[src/sv/cri_sqrt_cell.sv]
`timescale 1ns / 1ps
// ----------------------------------------------------------------------------
// cri_sqrt_cell
// One digit-by-digit integer square root step (one root bit).
// ----------------------------------------------------------------------------
module cri_sqrt_cell #(
    parameter int RW = 29,
    parameter int SW = 1
) (
    input  logic            i_clk,
    input  logic            i_rst_n,
    input  logic            i_valid,
    input  logic [RW+1:0]   i_rem,
    input  logic [RW-1:0]   i_root,
    input  logic [2*RW-1:0] i_v,
    input  logic [SW-1:0]   i_side,
    output logic            o_valid,
    output logic [RW+1:0]   o_rem,
    output logic [RW-1:0]   o_root,
    output logic [2*RW-1:0] o_v,
    output logic [SW-1:0]   o_side
);
    localparam int VW = 2 * RW;

    logic          r_valid;
    logic [RW+1:0] r_rem, n_rem;
    logic [RW-1:0] r_root, n_root;
    logic [VW-1:0] r_v;
    logic [SW-1:0] r_side;
    logic [RW+3:0] t, trial;

    always_comb begin
        t     = {i_rem, i_v[VW-1 -: 2]};
        trial = (RW+4)'({i_root, 2'b01});
        if (t >= trial) begin
            n_rem  = (RW+2)'(t - trial);
            n_root = {i_root[RW-2:0], 1'b1};
        end else begin
            n_rem  = t[RW+1:0];
            n_root = {i_root[RW-2:0], 1'b0};
        end
    end

    always_ff @(posedge i_clk) begin
        if (!i_rst_n) begin
            r_valid <= 1'b0;
        end else begin
            r_valid <= i_valid;
        end
    end

    always_ff @(posedge i_clk) begin
        r_rem  <= n_rem;
        r_root <= n_root;
        r_v    <= {i_v[VW-3:0], 2'b00};
        r_side <= i_side;
    end

    assign o_valid = r_valid;
    assign o_rem   = r_rem;
    assign o_root  = r_root;
    assign o_v     = r_v;
    assign o_side  = r_side;
endmodule

[config.mk]
export PLATFORM = sky130hd
export DESIGN_NAME = cri_sqrt_cell
export DESIGN_NICKNAME = d
export VERILOG_FILES = /design/src/sv/cri_sqrt_cell.sv
export SDC_FILE = /design/constraint.sdc
export NUM_CORES = 1
export LEC_CHECK = 0
export ABC_AREA = 1
export BUFFER_PORTS_ARGS = -buffer_cell sky130_fd_sc_hd__buf_2
export CORE_ASPECT_RATIO = 1.4
export CORE_MARGIN = 2
export CORE_UTILIZATION = 51
export CTS_BUF_LIST = sky130_fd_sc_hd__clkbuf_16
export CTS_CLUSTER_DIAMETER = 150
export DETAILED_ROUTE_END_ITERATION = 8
export PLACE_DENSITY_LB_ADDON = 0.12
export SYNTH_ARGS = -nofsm -noshare
export SYNTH_HDL_FRONTEND = slang
export SYNTH_SLANG_ARGS = --single-unit
[constraint.sdc]
create_clock -name i_clk -period 4.2 [get_ports i_clk]
set_clock_uncertainty 0.1 [all_clocks]
set_input_delay 1.05 -clock i_clk [delete_from_list [all_inputs] [get_ports i_clk]]
set_output_delay 1.05 -clock i_clk [all_outputs]
set_load 0.05 [all_outputs]
* Word-level counts from Yosys, hierarchy flattened
Index checks and enable logic that the tools add are counted.
** Word-level totals
- Register bits :: 118
- Latch bits :: 0
- Bits in writable memories :: 0
- Bits in read-only memories :: 0
- Bits of input ports :: 122
- Output and inout port bits :: 120
- Word-level logic and storage cells :: 9
- Memories :: 0
** Operators by class
- Add/sub/neg operators :: 1
- Multipliers :: 0
- Divide/modulo/power cells :: 0
- Order comparisons :: 1
- Equality and inequality tests :: 0
- Shift-type cells :: 0
- Mux-type cells :: 2
- Bitwise logic cells :: 0
- Reduce and logical (&&, ||, !) cells :: 0
** Operators with widths (number)
- >= comparator 33 x 31 -> 1 bit :: 1
- two-way mux 31 bit :: 1
- subtractor 31 bit :: 1
- two-way mux 1 bit :: 1

* Logic depth before layout (Yosys ltp)
- Depth after elaboration :: 2
- Mapped depth :: 15
- Mapped depth without buffers :: 14

* Least setup slack after synthesis
Ideal clock, no wire load.
- Kind :: input port to flip-flop
- From :: input port i_root[25]
- To :: register r_rem[23], in the netlist o_rem[23]
- Library setup time :: 0.113 ns
- Data arrival time :: 2.348 ns
- Data required time :: 3.987 ns
- Path slack :: 1.640 ns
- Stages on the path :: 12
- Buffers on the path :: 1
- Path through :: inv_1 > ha_1 > nand2_1 > inv_2 > a21oi_2 > nand2b_1 > nand3_2 > nor2_4 > nand2_8 > buf_12 > nand3_2 > nand2_1
** On the way
- Word-level cells in the longest chain between the ends :: 2
** RTL lines
- start: declaration :: line 14 : input logic [RW-1:0] i_root,
- >= comparator 33 x 31 -> 1 bit :: line 35 : if (t >= trial) begin
- two-way mux 31 bit :: line 35
- via n_rem[23] :: line 26 : logic [RW+1:0] r_rem, n_rem;
- end signal: assignment :: line 53 : r_rem <= n_rem;
- end: declaration :: line 26
The timed path passes the listed nets, and every way through them passes these cells.
A chain may end at the register's enable or synchronous reset.

* Worst setup path in the final report
- From :: input port i_root[12]
- To :: register r_rem[15], in the netlist o_rem[15]
** On the way
- Word-level cells in the longest chain between the ends :: 2
- Elaborated cells on any way between the ends :: 3
- Those cells by class :: add/sub: 1; order compare: 1; mux: 1
** RTL lines (line)
- subtractor 31 bit / >= comparator 33 x 31 -> 1 bit (equally long branches) :: 36, 35
- two-way mux 31 bit (*) :: 35
- via n_rem[15] :: 26
The timed path passes the listed nets; every way through them passes the cells marked *.

==> results.ini <==
[status]
status = finished clean

[hold_path]
hold_class = in2reg
min_from = i_v[17]

[pwr]
switching_power_w = 0.00130
power_w = 0.00367
total_leakage_power_nw = 4.32
pwr-share-comb_pct = 26.2
seqPwrFrac_pct = 34.1
peakVddDrop_mv = 0.325
intPower_w = 0.00236
power_density_nw_per_um2 = 501
clkPwrFrac_pct = 39.7
netSwitchingFraction_pct = 35.6

[clock_network]
cts.reportedPaths.clkPinSlew_ps = 60
clock_sinks = 118
cts_buffers = 17
cts-root-buf = clkbuf_16
post_cts_resized = 0
cts_tree = built
clk_path_buf_depth = 2
htree_levels = 4
cts-hold-fix-buffers = 0
cts_setup_buffers = 0

[floorplan]
die-width_um = 91.2
fp.dieH_um = 126
coreArea_sq_um = 10300
ioPinCount = 242
start_util_pct = 52.5
num_rows = 44
die-area_sq_um = 11500

[global_route]
first_global_vias = 5098
grt_max_degree = 34
track_usage_pct = 27.9
antenna_found_initial = 3
grt_pass1_wl_mm = 24.9
overflow = 0

[place]
place_area_sq_um = 6710
place_congestion = 0.937
port_buffers = 239
dp_hpwl_mm = 12.5

[sta]
relSlewSlack_pct = 43.8
hold_viol = 0
slew_viol_final = 0
max_freq_ghz = 0.319
min_period_ps = 3140
worst_pin_slew_ps = 842
setup_tns_ps = 0
finalCritPeriodShare_pct = 74.7
finalSetupViolCount = 0
hold_slack_ps = 638
rsz0062_at_grt = no

[critical_path]
path_delay_family = simple AND/OR/NAND/NOR gates
end_kind = register
cpPeakStageDelay_ps = 650
cp.arrival_ps = 3330
critPathBufInv = 2
slowest_stage = nor2_4
critPathKind = in2reg
cp_cell_sequence = buf_2, inv_1, ha_1, nand2_1, nor2_4, nand2_1, nor2_2, nand3_1, nand3_2, nor2_4, nand2_8, nand2_1, nand2_1
critPathLaunchType = primary input
crit_path_start = i_root[12]
cpMostUsedCell = nand2_1
crit_fanout = 33
critPathRequiredTime_ps = 4400

[synth]
ys_ff_latch = 118
syn_inst = 740
ys_seq_area_share_pct = 43.5
syn_area_sq_um = 5430
synth_area_per_cell_sq_um = 7.34
yosys.area.top_type = dfxtp_1
synth_top_area_share_pct = 43.5
yosysWarnings = 0
synth.distinct_cells = 32
yosys-top-cells-area = dfxtp_1 44%, nand2_1 18%, inv_1 9.2%, ha_1 7.1%, nand3_1 4.8%

[detailed_routing]
post_drt_wl_per_cell_um = 14.2
vias = 5326
dr.pass1.iters = 4
ant_nets = 0
vias_per_cell = 4.67
drt_wl_total_mm = 16.2
drc = 0
drt_iter0_markers = 195

[cells_and_area]
multiInputGateArea_sq_um = 2440
final_cell_area_sq_um = 7310
nets = 1141
seq_area_sq_um = 2360
drive_above_1_share_pct = 31.3
nFillCells = 925
area_delta_synth_final_pct = 34.7

[run]
max_cap_viol_count = 0

[final timing paths]
path | endpoint | depth (start not counted)
worst max-delay path | o_rem[15]$_DFF_P_ | 13
worst min-delay path | o_v[19]$_DFF_P_ | 1
[power groups by stage]
stage	Clock [W]	Sequential [W]	Combinational [W]
after detailed placement	0	0.00127	0.000955
final	0.00145	0.00125	0.000961
after CTS	0.00147	0.00125	0.000963
after floorplan	0	0.00165	0.000333
after global routing	0.00152	0.00126	0.00103
after global placement	0	0.00127	0.000946
[stage by stage]
step,setup slack [ps],utilization (%),std cells
floorplan,1640,-,741
global placement,694,64.8,1107
detailed placement,629,64.8,1107
CTS,1010,70.6,1139
global route,814,70.7,1141
finish,1060,70.7,1141
[area by class of cell]
type,count,share of cell area (%)
multi-input cells,468,33.4
flip-flops and latches,118,32.3
repair buffers,239,16.4
inverters,144,7.39
clock buffers,17,5.82
well taps,138,2.36
clock inverters,15,2.34
diodes,2,0.0684
[synthesized netlist by cell type, drive strengths merged]
library cell and number:
nand3b 10, clkinv 1, and2 4, inv 143, nand2b 1, nand3 68
ha 31, conb 1, o21bai 1, nand2 271, dfxtp 118, nor3 5
xor2 13, nand4 2, xnor2 1, a21oi 19, o21ai 2, buf 11
nor2 38
[flip-flops by register name, summed over array words and instances, names as in the netlist]
name and flops:
o_rem 31, o_root 29, o_side 1, o_v 56
o_valid 1
[per-layer routing]
metal / global-route usage [%] / wire [um]
met5: 0 / 0
met4: 9.89 / 394
met3: 7.36 / 1040
met2: 54.1 / 8830
met1: 28.4 / 5970
[cell families after synthesis]
family / synth area share [%]
buf+inv: 11.6
xor+xnor: 2.26
fa+ha+maj: 7.14
compound gates: 2.14
other cells: 0.0691
simple gates: 33.2
flops: 43.5
[placed cells by master, fill, tap and decap left out, types with 4 or more instances in the layout]
cell	count
nor2_2	5
nand3_2	16
clkbuf_16	17
inv_2	10
nand3_1	52
and2_1	4
a21oi_1	18
nand2_1	264
nand3b_1	10
buf_2	239
clkinv_4	5
ha_1	31
nor3_1	4
xor2_1	13
inv_1	133
nor2_1	30
dfxtp_1	118
nand2_2	4
No activity file was read; power rests on OpenSTA's default activity.
