File: src/sv/cri_div_cell.sv
`timescale 1ns / 1ps
// ----------------------------------------------------------------------------
// cri_div_cell
// One restoring division step for two lanes sharing a divisor.
// ----------------------------------------------------------------------------
module cri_div_cell #(
    parameter int N  = 49,
    parameter int D  = 24,
    parameter int SW = 1
) (
    input  logic          i_clk,
    input  logic          i_rst_n,
    input  logic          i_valid,
    input  logic [D-1:0]  i_div,
    input  logic [D-1:0]  i_rem0,
    input  logic [N-1:0]  i_qn0,
    input  logic [D-1:0]  i_rem1,
    input  logic [N-1:0]  i_qn1,
    input  logic [SW-1:0] i_side,
    output logic          o_valid,
    output logic [D-1:0]  o_div,
    output logic [D-1:0]  o_rem0,
    output logic [N-1:0]  o_qn0,
    output logic [D-1:0]  o_rem1,
    output logic [N-1:0]  o_qn1,
    output logic [SW-1:0] o_side
);
    logic         r_valid;
    logic [D-1:0] r_div, r_rem0, r_rem1, n_rem0, n_rem1;
    logic [N-1:0] r_qn0, r_qn1, n_qn0, n_qn1;
    logic [SW-1:0] r_side;
    logic [D:0]   t0, t1;

    always_comb begin
        t0 = {i_rem0, i_qn0[N-1]};
        t1 = {i_rem1, i_qn1[N-1]};
        if (t0 >= {1'b0, i_div}) begin
            n_rem0 = D'(t0 - {1'b0, i_div});
            n_qn0  = {i_qn0[N-2:0], 1'b1};
        end else begin
            n_rem0 = t0[D-1:0];
            n_qn0  = {i_qn0[N-2:0], 1'b0};
        end
        if (t1 >= {1'b0, i_div}) begin
            n_rem1 = D'(t1 - {1'b0, i_div});
            n_qn1  = {i_qn1[N-2:0], 1'b1};
        end else begin
            n_rem1 = t1[D-1:0];
            n_qn1  = {i_qn1[N-2:0], 1'b0};
        end
    end

    always_ff @(posedge i_clk) begin
        if (!i_rst_n) begin
            r_valid <= 1'b0;
        end else begin
            r_valid <= i_valid;
        end
    end

    always_ff @(posedge i_clk) begin
        r_div  <= i_div;
        r_rem0 <= n_rem0;
        r_qn0  <= n_qn0;
        r_rem1 <= n_rem1;
        r_qn1  <= n_qn1;
        r_side <= i_side;
    end

    assign o_valid = r_valid;
    assign o_div   = r_div;
    assign o_rem0  = r_rem0;
    assign o_qn0   = r_qn0;
    assign o_rem1  = r_rem1;
    assign o_qn1   = r_qn1;
    assign o_side  = r_side;
endmodule

File: config.mk
export PLATFORM = sky130hd
export DESIGN_NAME = cri_div_cell
export DESIGN_NICKNAME = d
export VERILOG_FILES = /design/src/sv/cri_div_cell.sv
export SDC_FILE = /design/constraint.sdc
export NUM_CORES = 1
export LEC_CHECK = 0
export ABC_AREA = 1
export CAP_MARGIN = 20
export CORE_AREA = 2 2 134 136
export DETAILED_ROUTE_END_ITERATION = 8
export DIE_AREA = 0 0 136 138
export DONT_BUFFER_PORTS = 1
export PLACE_DENSITY_LB_ADDON = 0.12
export SYNTH_ARGS = -nofsm -noshare
export SYNTH_HDL_FRONTEND = slang
export SYNTH_SLANG_ARGS = --single-unit
File: constraint.sdc
create_clock -name i_clk -period 2.9 [get_ports i_clk]
set_clock_uncertainty 0.15 [all_clocks]
set_input_delay 0.725 -clock i_clk [delete_from_list [all_inputs] [get_ports i_clk]]
set_output_delay 0.725 -clock i_clk [all_outputs]
set_load 0.05 [all_outputs]
* After elaboration in Yosys (flattened, before gate mapping)
Cells that the tools add are included.
** Operators by class
- $add $sub $neg :: 2
- $lt $le $gt $ge :: 2
- Multiplexer cells :: 4
** Operators with widths (number)
- $ge 25x24->1 :: 2
- $mux 24 :: 2
- $sub 24x24->24 :: 2
- $mux 1 :: 2
** Word-level totals
- Bits in registers :: 172
- Word-level logic and storage cells :: 15
- Output and inout bits :: 172
- Bits of input ports :: 174

* Depth between registers and ports, before layout
Gate-level depths: netlist (run 1).
- Depth after elaboration :: 2
- Mapped depth :: 14
- Depth with buffers taken out :: 14

* Worst setup path before layout (run 1)
OpenSTA, ideal clock, no wires.
- Path kind :: input-to-reg
- Start :: input i_div[11]
- End :: register r_rem1[20], in the netlist o_rem1[20]
- Cell stages on the path :: 13
- Arrival :: 2088 ps
- Path buffers :: 1
- Setup time :: 113 ps
- Path slack :: 549 ps
- Path through :: inv_1 -> ha_1 -> nand2_1 -> inv_2 -> nand2_1 -> nand2_1 -> nand2_1 -> nand2_1 -> a21oi_4 -> nand3_4 -> buf_6 -> nand2_1 -> nand2_1
** On the way
- Cells in the longest elaborated chain, start to end :: 2
** Ends and longest elaborated chain
- start, declared :: line 14 : input logic [D-1:0] i_div,
- $sub 24x24->24 / $ge 25x24->1 (equally long branches) :: line 45, 44
- $mux 24 * :: line 44 : if (t1 >= {1'b0, i_div}) begin
- named net n_rem1[20] :: line 29 : logic [D-1:0] r_div, r_rem0, r_rem1, n_rem0, n_rem1;
- end signal, assigned :: line 65 : r_rem1 <= n_rem1;
- end, declared :: line 29
The timed path passes the listed nets; every way through them passes the cells marked *.
A chain may end at the register's enable or synchronous reset.

* Final worst setup path (run 1)
- Start :: input i_div[17]
- End :: register r_rem1[2], in the netlist o_rem1[2]
** On the way
- Cells in the longest elaborated chain, start to end :: 2
** Ends and longest elaborated chain (line)
- $ge 25x24->1 :: 44
- $mux 24 :: 44
- named net n_rem1[2] :: 29
The timed path passes the listed nets, and every way through them passes these cells.

==> results.cfg, run 1 <==
[critical_path]
path_class = primary input to register
critPathSlowestCell = ha_1
cpPeakStageDelay_ps = 400
worstPathCellList = inv_1 -> ha_1 -> nand2_1 -> nor2_2 -> inv_2 -> nor3_4 -> nand3_4 -> nand3_4 -> buf_4 -> nand2_1 -> nand2_1
start_kind = primary input
cp.required_ps = 3130
worstPathMaxFanout = 11
path_common_cell = nand2_1
crit_path_end_kind = register
worstPathArrival_ps = 2560

[global_routing]
grt_pass1_vias = 6603
grt_usage_pct = 25.7
grt_max_degree = 26
grt_antenna_before_repair = 0
grt_pass1_wl_mm = 36.9
grt.overflow.total = 0

[place]
portBuffers = 0
place_area_sq_um = 8320
routabilityCongestion = 0.957
dp_hpwl_mm = 19.8
dp.cells = 1346

[flow_run]
cap_violations = 0

[clocking]
cts_buffer_depth = 2
cts_tree = yes
cts_sinks = 172
clk_pin_slew_ps = 70
cts_root_buf = clkbuf_16
cts_made_buffers = 17
post_cts_resized = 0
post_cts_buffers = 0
ctsHoldBuffers = 0
cts.htree.levels = 4

[floorplanning]
die_area_sq_um = 18800
rows = 49
die_h_microns = 138
start_util_pct = 45.7
ioPinCount = 346
fp.dieW_microns = 136
core_sq_um = 17500

[layout]
areaGrowthSynthToFinish_pct = 11.4
drive_gt1_share_pct = 6.01
utilization_pct = 50.8
finalInstanceArea_sq_um = 8920
diodes = 0
final_common_cell = nand2_1
fin_nets = 1360
final_cell_mix = 439 x nand2_1, 202 x inv_1, 172 x dfxtp_1, 60 x nand4_1, 56 x nor2_1
instances_no_fill = 1378

[pwr]
max-vdd-ir-drop_v = 0.000372
power_density_nw_per_um2 = 758
leakage_nw = 4.92

[min_path]
whs_path_depth = 0
min_path_type = primary input to register
worstHoldStart = i_qn0[34]
hold_path_end = o_qn0[35]$_DFF_P_

[drt]
vias = 6930
viasPerCell = 5.03
ant_nets = 0
dr.pass1.iters = 5
drc = 0
drtIter0Drc = 497
wl_per_cell_microns = 17.6
wl_mm = 24.3

[sta]
setup_viol = 0
hold_viol_final = 0
min_period_over_period_pct = 80.1
fin_crit_ps = 2320
finalMaxSlewViolations = 0
setup_tns_ps = 0
max_slew_margin_pct = 59.7
rsz0062_at_grt = false
worst_slew_pin_slew_ps = 604
clock.fmax_mhz = 430

[outcome]
status = finished clean

[synth]
syn_area_sq_um = 8010
synth_nets = 1342
syn_area_per_cell_sq_um = 7.16
ys_types = 28
synthCells = 1118
seq_area_frac_synth_pct = 43.0
synth_seq_cells = 172
yosys_warnings = 0
## sequential cells by signal, summed over array words and instances (netlist names)
name     flops
o_qn0       49
o_qn1       49
o_div       24
o_rem0      24
o_rem1      24
o_side       1
o_valid      1
## stage by stage
stage / total power [mW] / setup slack (ps) / hold WS [ps]
after floorplan: 4.19 / 549 / 603
after global placement: 4.45 / 165 / 603
after detailed placement: 4.45 / 124 / 603
after CTS: 6.79 / 578 / 145
after global routing: 7.04 / 434 / 141
final: 6.76 / 576 / 152
## power breakdown
group | total (mW) | internal [mW] | switching [mW]
clock | 2.35 | 1.31 | 1.05
sequential | 3.47 | 2.59 | 0.884
combinational | 0.933 | 0.318 | 0.615
total | 6.76 | 4.21 | 2.55
## worst max path at each step
stage	start	end	slack (ps)	cells after the start
final	i_div[17]	o_rem1[2]$_DFF_P_	580	11
after global placement	i_div[17]	o_rem1[3]$_DFF_P_	160	11
after CTS	i_div[17]	o_rem1[2]$_DFF_P_	580	11
after global routing	i_div[15]	o_rem1[0]$_DFF_P_	430	11
after floorplan	i_div[11]	o_rem1[20]$_DFF_P_	550	13
after detailed placement	i_div[17]	o_rem1[3]$_DFF_P_	120	11
## logic make-up (layout without fill, tap and decap cells)
logic type / after synthesis / after routing / synth area share, %
and+or+nand+nor: 627 / 627 / 33.8
buffers and inverters: 224 / 255 / 11.0
DFF: 172 / 172 / 43.0
adders and majority gates: 50 / 50 / 8.00
AOI/OAI and AO/OA: 24 / 24 / 1.84
xor gates and xnor gates: 21 / 21 / 2.30
## layer usage
layer,up-vias,wire [microns],track usage [%],share of wire [%]
met2,249,11800,42.6,49
li1,3465,-,-,-
met4,0,507,8.61,2.1
met1,3186,10500,33.8,43
met5,-,0,0,0
met3,30,1470,4.47,6.0
## worst max-delay path: cells and delay by family
family                   cells  cell delay [ps]
buffers and inverters        3              310
adder cells (fa/ha/maj)      1              400
AND/OR/NAND/NOR              7             1110
## synth_stat cells, drive strengths merged
| library cell | count | area share, % |
|---|---|---|
| ha | 48 | 7.5 |
| nor2 | 60 | 2.9 |
| a21oi | 22 | 1.7 |
| clkbuf | 3 | 0.14 |
| nor3 | 7 | 0.77 |
| dfxtp | 172 | 43 |
| fa | 2 | 0.50 |
| xnor2 | 2 | 0.22 |
| nand4 | 62 | 5.0 |
| xor2 | 19 | 2.1 |
| nand2 | 440 | 21 |
| clkinv | 1 | 0.047 |
| inv | 207 | 9.7 |
| buf | 13 | 1.1 |
| and2 | 1 | 0.078 |
| o21a | 2 | 0.19 |
| nand3 | 53 | 4.0 |
| nand3b | 4 | 0.38 |
## area by class of cell
type / instances / area [sq um]
Clock buffer: 18 / 429
Clock inverter: 14 / 171
Fill cell: 1788 / 8620
Inverter: 208 / 781
Multi-Input combinational cell: 722 / 3680
Sequential cell: 172 / 3440
Tap cell: 229 / 287
Timing Repair Buffer: 15 / 125
(Power assumes the default switching activity.)
==> inputs of run 2 (changes only) <==
clock period = 2.2 ns   (was 2.9 ns; I/O delays follow)
==> results.cfg, run 2 (same netlist as run 1, synthesis figures left out) <==
[layout]
multi_input_area_sq_um = 3680
drive_gt1_share_pct = 13.8
fill_cells = 1568
regArea_sq_um = 3440
final_cell_mix = 439 x nand2_1, 202 x inv_1, 172 x dfxtp_1, 134 x buf_4, 121 x dlygate4sd3_1
fin_nets = 1603
final_common_cell = nand2_1
areaGrowthSynthToFinish_pct = 38.3
diodes = 0

[pwr]
intPower_mw = 5.85
power_density_nw_per_um2 = 850
max-vdd-ir-drop_v = 0.000538
clockPowerShare_pct = 32.9
sw_frac_of_total_pct = 37.8
p_sw_mw = 3.55
leakage_nw = 6.03
seq_power_share_pct = 48.7
p_comb_share_pct = 18.4

[sta]
rsz0062_at_grt = false
setup_tns_ps = 0
hold_viol_final = 0
max_slew_margin_pct = 60.0
min_period_over_period_pct = 91.7
finalMaxSlewViolations = 0
layout_setup_ws_ps = 182
clock.fmax_mhz = 495
fin_crit_ps = 2020
setup_viol = 0
worst_slew_pin_slew_ps = 599

[critical_path]
worstPathMaxFanout = 15
worst-path-stages = 13
path_class = primary input to register
crit_buf_inv = 4
crit_path_end_kind = register
critPathTopFamily = simple AND/OR/NAND/NOR gates
start_kind = primary input
critPathSlowestCell = ha_1
worstPathCellList = inv_1 -> ha_1 -> nand2_1 -> inv_1 -> nand2_1 -> nand2_1 -> inv_1 -> nand2_1 -> a21oi_4 -> nand3_4 -> buf_12 -> nand2_1 -> nand2_1
cp.required_ps = 2380
worstPathArrival_ps = 2190
cpPeakStageDelay_ps = 380
path_common_cell = nand2_1

[global_routing]
grt_antenna_before_repair = 0
grt_max_degree = 25
grt_pass1_wl_mm = 41.0
grt.overflow.total = 0
grt_usage_pct = 28.6
grt_pass1_vias = 7665

[place]
place_ws_ps = -234
portBuffers = 0
dp_hpwl_mm = 20.6
routabilityCongestion = 0.887

[drt]
dr.pass1.iters = 5
viasPerCell = 4.90
ant_nets = 0
drc = 0
vias = 7940
drtIter0Drc = 486
wl_mm = 27.1
wl_per_cell_microns = 16.7

[clocking]
cts.htree.levels = 4
cts_sinks = 172
cts_root_buf = clkbuf_16
cts_made_buffers = 17
cts_buffer_depth = 2
clk_pin_slew_ps = 70
cts_tree = yes

[min_path]
min_path_type = primary input to register
whs_path_depth = 2

[floorplanning]
rows = 49
core_sq_um = 17500
start_util_pct = 45.7
die_area_sq_um = 18800
ioPinCount = 346
die_h_microns = 138
fp.dieW_microns = 136

[flow_run]
cap_violations = 0

[outcome]
status = finished clean
run 2: cell count changes in the layout (fill, tap and decap cells not counted), moves of 2 or more:
| cell | previous run | this run |
|---|---|---|
| dlygate4sd3_1 | 0 | 121 |
| buf_4 | 14 | 134 |
| inv_6 | 6 | 2 |
| buf_12 | 1 | 3 |
| clkinv_8 | 0 | 2 |
| inv_8 | 3 | 5 |
run 2: stage by stage:
step / hold WS [ps] / area [sq um] / instances / power (mW) / utilization, %
2_1_floorplan: 428 / 8010 / 1118 / 5.53 / -
3_3_place_gp: 428 / 9260 / 1468 / 6.17 / 52.8
3_5_place_dp: 428 / 9260 / 1468 / 6.19 / 52.8
4_1_cts: 48.4 / 11100 / 1621 / 9.40 / 63.1
5_1_grt: 66.3 / 11100 / 1621 / 9.78 / 63.1
6_report: 63.5 / 11100 / 1621 / 9.41 / 63.1
run 2: final timing paths:
kind              startpoint            endpoint  slack (ps)
setup / recovery   i_div[15]   o_rem1[3]$_DFF_P_         180
hold / removal       i_valid  o_valid$_SDFF_PN0_          60
run 2: per-layer routing:
| layer | global-route usage [%] | routed length [microns] | vias to the layer above |
|---|---|---|---|
| met1 | 34.6 | 11100 | 3637 |
| met5 | 0 | 0 | - |
| met4 | 10.4 | 853 | 0 |
| li1 | - | - | 3949 |
| met3 | 6.12 | 1730 | 70 |
| met2 | 49.7 | 13500 | 284 |
run 2: repair_timing:
item	4_1_cts	5_1_grt
hold buffers	121	0
buffers inserted	0	0
gates resized for setup	0	0
endpoints found under the hold margin	121	0
run 2: final cells by class:
cell class / count / area share, %
Sequential cell: 172 / 31.1
Tap cell: 229 / 2.59
Multi-Input combinational cell: 722 / 33.2
Inverter: 208 / 7.05
Timing Repair Buffer: 258 / 20.6
Clock buffer: 17 / 3.84
Clock inverter: 15 / 1.60
run 2: power groups by stage:
stage / Combinational, mW / Clock (mW) / Sequential (mW)
3_3_place_gp: 1.51 / 0 / 4.66
3_5_place_dp: 1.53 / 0 / 4.66
5_1_grt: 1.94 / 3.25 / 4.60
6_report: 1.73 / 3.09 / 4.58
4_1_cts: 1.72 / 3.10 / 4.58
2_1_floorplan: 0.942 / 0 / 4.58
